## src/rtl/core/sequential_list_block_insert_delete_defines.svh

```systemverilog
// Assertion macros shared by the list block RTL.
`ifndef SEQUENTIAL_LIST_BLOCK_INSERT_DELETE_DEFINES_SVH
`define SEQUENTIAL_LIST_BLOCK_INSERT_DELETE_DEFINES_SVH

// Same-cycle implication, sampled on clk and disabled during reset.
`define SLBID_ASSERT_IMPL(label, ante, cons, msg) \
  label: assert property (@(posedge clk) disable iff (!rst_n) (ante) |-> (cons)) \
    else $error(msg);

// Next-cycle implication, sampled on clk and disabled during reset.
`define SLBID_ASSERT_NEXT(label, ante, cons, msg) \
  label: assert property (@(posedge clk) disable iff (!rst_n) (ante) |=> (cons)) \
    else $error(msg);

`endif

```

## src/rtl/core/slbid_pkg.sv

```systemverilog
// Types and constants for the ordered list block.
package slbid_pkg;

  localparam int unsigned VAL_W = 32;
  localparam int unsigned POS_W = 11;
  localparam int unsigned TREE_RADIX = 32;
  localparam int unsigned TREE_LEVELS = 4;
  localparam int unsigned WAIT_W = $clog2(TREE_LEVELS + 1);

  typedef enum logic [1:0] {
    OP_INSERT = 2'd0,
    OP_DELETE = 2'd1,
    OP_READ   = 2'd2
  } opcode_t;

  typedef enum logic [1:0] {
    ST_OK    = 2'd0,
    ST_RANGE = 2'd1,
    ST_FULL  = 2'd2
  } status_t;

  typedef enum logic [2:0] {
    S_IDLE,
    S_EXEC,
    S_DEL,
    S_READ,
    S_RESULT
  } state_t;

  typedef struct packed {
    logic up;
    logic down;
  } shift_t;

endpackage

```

## src/rtl/core/slbid_cell.sv

```systemverilog
// One list cell: holds one entry and shifts it up or down the row.
module slbid_cell #(
  parameter int unsigned INDEX = 0,
  parameter int unsigned IDX_W = 10
) (
  input  logic                          clk,
  input  slbid_pkg::shift_t             op_i,
  input  logic [IDX_W-1:0]              slot_i,
  input  logic [slbid_pkg::VAL_W-1:0]   value_i,
  input  logic [slbid_pkg::VAL_W-1:0]   prev_i,
  input  logic [slbid_pkg::VAL_W-1:0]   next_i,
  output logic [slbid_pkg::VAL_W-1:0]   data_o,
  output logic [slbid_pkg::VAL_W-1:0]   tap_o
);

  localparam logic [IDX_W-1:0] MY_IDX = IDX_W'(INDEX);

  logic [slbid_pkg::VAL_W-1:0] data_r;
  logic [slbid_pkg::VAL_W-1:0] data_nxt;

  always_comb begin
    data_nxt = data_r;
    if (op_i.up) begin
      if (MY_IDX == slot_i) begin
        data_nxt = value_i;
      end else if (MY_IDX > slot_i) begin
        data_nxt = prev_i;
      end
    end else if (op_i.down && (MY_IDX >= slot_i)) begin
      data_nxt = next_i;
    end
  end

  always_ff @(posedge clk) begin
    data_r <= data_nxt;
  end

  assign data_o = data_r;
  assign tap_o  = (slot_i == MY_IDX) ? data_r : '0;

endmodule

```

## config.mk

```make
export PLATFORM = sky130hd
export DESIGN_NAME = slbid_cell
export DESIGN_NICKNAME = d
export VERILOG_FILES = /design/src/rtl/core/sequential_list_block_insert_delete_defines.svh /design/src/rtl/core/slbid_pkg.sv /design/src/rtl/core/slbid_cell.sv
export SDC_FILE = /design/constraint.sdc
export NUM_CORES = 1
export LEC_CHECK = 0
export BUFFER_PORTS_ARGS = -buffer_cell sky130_fd_sc_hd__buf_4
export CAP_MARGIN = 0
export CORE_MARGIN = 4
export CORE_UTILIZATION = 41
export CTS_BUF_LIST = sky130_fd_sc_hd__clkbuf_16
export DETAILED_ROUTE_END_ITERATION = 6
export PLACE_DENSITY_LB_ADDON = 0.1
export SLEW_MARGIN = 20
export SYNTH_ARGS = -nofsm -noshare
export SYNTH_HDL_FRONTEND = slang
export SYNTH_SLANG_ARGS = --single-unit
```

## constraint.sdc

```tcl
create_clock -name clk -period 4.8 [get_ports clk]
set_input_delay 0.24 -clock clk [delete_from_list [all_inputs] [get_ports clk]]
set_output_delay 0.24 -clock clk [all_outputs]
set_load 0.01 [all_outputs]
```

==> flow_metrics.tcl <==
set metrics [dict create \
    seq_area_frac_synth_pct 41.0 \
    ys.warnings.count 0 \
    synthesis.nets 344 \
    htree_levels 2 \
    max-slew-margin-rel_pct 31.9 \
    cpMostUsedCell "buf_4" \
    gr-max-usage-layer "met2" \
    status "finished clean" \
    post_route_cells_drive_above_1_share_pct 57.3 \
    fp.dieH_um 83.6 \
    fin_area_um2 3760 \
    grt_pass1_wl_mm 13.0 \
    fp.coreArea_um2 5510 \
    antenna_found_initial 0 \
    synth_top_family_by_area "simple AND/OR/NAND/NOR gates" \
    start_util_pct 42.5 \
    worstSetupPathType "primary input to primary output" \
    finalHoldViolCount 0 \
    areaGrowthSynthToFinish_pct 60.6 \
    fin_crit_sh_pct 58.0 \
    p_per_area_nw_per_um2 214 \
    worstPathBufferInverterCount 2 \
    drc 0 \
    dieArea_um2 6980 \
    ios 173 \
    drv_slew 0 \
    hpwl_mm 5.86 \
    routed_wl_mm 8.18 \
    max_stage_delay_ns 1.14 \
    cp-end-kind "primary output" \
    cts_resized 0 \
    largest_register_ffs 32 \
    post-route-min-period_ns 2.79 \
    met1_usage_pct 27.8 \
    cp.required_ns 4.56 \
    yosys_register_bits 32 \
    track_usage_pct 22.8 \
    crit_path_top_delay_cell "or4_2" \
    io_buffers 172 \
    cts_sinks 32 \
    drtIter0Drc 171 \
    grt_overflow 0 \
    fp.dieW_um 83.6 \
    wl_per_cell_um 17.9 \
    cts_tree "built" \
    placed_cell_area_um2 3590 \
    nNetsFinal 494 \
    num_vias 2562 \
    use_met2_pct 38.8 \
    clkTransAtPathRegs_ns 0.05 \
    cts_root_buffer "clkbuf_16" \
    setup_tns_ns 0 \
    syn_area_per_cell_um2 9.96 \
    whs_ns 0.309 \
    max_freq_mhz 359 \
    antenna_left 0 \
    synthMuxAreaShare_pct 0 \
    gp_congestion 0.866 \
    cap_violations 0 \
    grt_start_max_net_pins 66 \
    dr.pass1.iters 4 \
    setup.worst_path.start_class "primary input" \
    cp_top_family "simple AND/OR/NAND/NOR gates" \
    yosys.area_share.adder_pct 0 \
    numCtsBuffers 5 \
    setup_viol 0 \
    rsz0062_at_grt "no" \
    synth_simple_gate_area_share_pct 25.9 \
    std_cell_rows 27 \
    routed_via_density 5.59 \
    worstPathCellList "buf_4, or4_2, nor2_4, and3_1, buf_4" \
    ys_types 17 \
    antenna_cells 0 \
    vdd_drop_max_v 0.000132 \
    grt_pass1_vias 2596 \
    worst_pin_slew_ns 1.02 \
    ctsHoldBuffers 0 \
    leakagePower_uw 0.00165 \
    path_max_fanout 34 \
    postCtsSetupBuffers 0 \
    stdcell_count 458 \
    clk_path_buf_depth 2 \
    cp.arrival_ns 2.55 \
    netlist_area_um2 2340 \
    syn_inst 235 \
    hp-class "primary input to flop" \
    synth-xor-area-share_pct 0 \
    dp_cells 449 \
    use_met3_pct 6.22 \
    synth_compound_area_share_pct 25.0 \
]
## metrics by stage
stage	worst slack, ns	utilization, %	total power (uW)
finish	2.01	68.3	803
global route	1.87	68.3	834
CTS	2.01	68.1	806
detailed placement	2.02	65.1	457
global placement	2.06	65.1	455
floorplan	1.42	-	376
## cells in the mapped netlist
cell type / n / area share [%]
buf_1: 1 / 0.16
and3_1: 32 / 8.6
clkbuf_1: 20 / 3.2
edfxtp_1: 32 / 41
nor2_4: 1 / 0.48
nor4_2: 2 / 1.1
nor4_4: 1 / 0.91
nor2_1: 34 / 5.5
o31ai_1: 3 / 0.96
clkbuf_2: 1 / 0.21
or2_2: 1 / 0.27
a31oi_1: 32 / 8.6
or4_1: 2 / 0.64
buf_2: 5 / 1.1
nand4_1: 32 / 8.6
buf_6: 7 / 3.4
o31ai_2: 29 / 15
## metal layers
layer / up-vias / wire [um] / share of wire [%]
met5: - / 0 / 0
met4: 0 / 148 / 1.8
met3: 14 / 690 / 8.4
met2: 134 / 4120 / 50
met1: 1175 / 3220 / 39
li1: 1239 / - / -
## where the power goes
part           leakage [uW]  switching, uW  internal, uW  total [uW]
Sequential         0.000298          0.122           310         310
Clock             0.0000850            108           241         350
Combinational       0.00126           64.9          77.6         143
Total               0.00165            173           629         803
## logic make-up (layout without fill, tap and decap cells)
group	Yosys count	count (layout)
compound gates	64	64
simple gates	105	105
buf+inv	34	185
flops	32	32
## path summary, 6_finish.rpt
kind / slack [ns] / from / to / depth (start not counted)
setup / recovery: 2.01 / slot_i[9] / tap_o[18] / 5
hold / removal: 0.31 / next_i[8] / data_o[8] / 3
## placed cells by master (no fill, tap or decap), drive strengths merged
cell      n
a31oi    32
and3     32
buf     177
bufinv    1
clkbuf    5
clkinv    1
edfxtp   32
inv       1
nand4    32
nor2     35
nor4      3
o31ai    32
or2       1
or4       2
## layout make-up
class / count / area [um^2]
Fill cell: 454 / 1750
Multi-Input combinational cell: 169 / 1210
Clock buffer: 5 / 125
Timing Repair Buffer: 177 / 1330
Tap cell: 72 / 90.1
Sequential cell: 32 / 961
Clock inverter: 3 / 38.8
No activity file was read; power rests on OpenSTA's default activity.
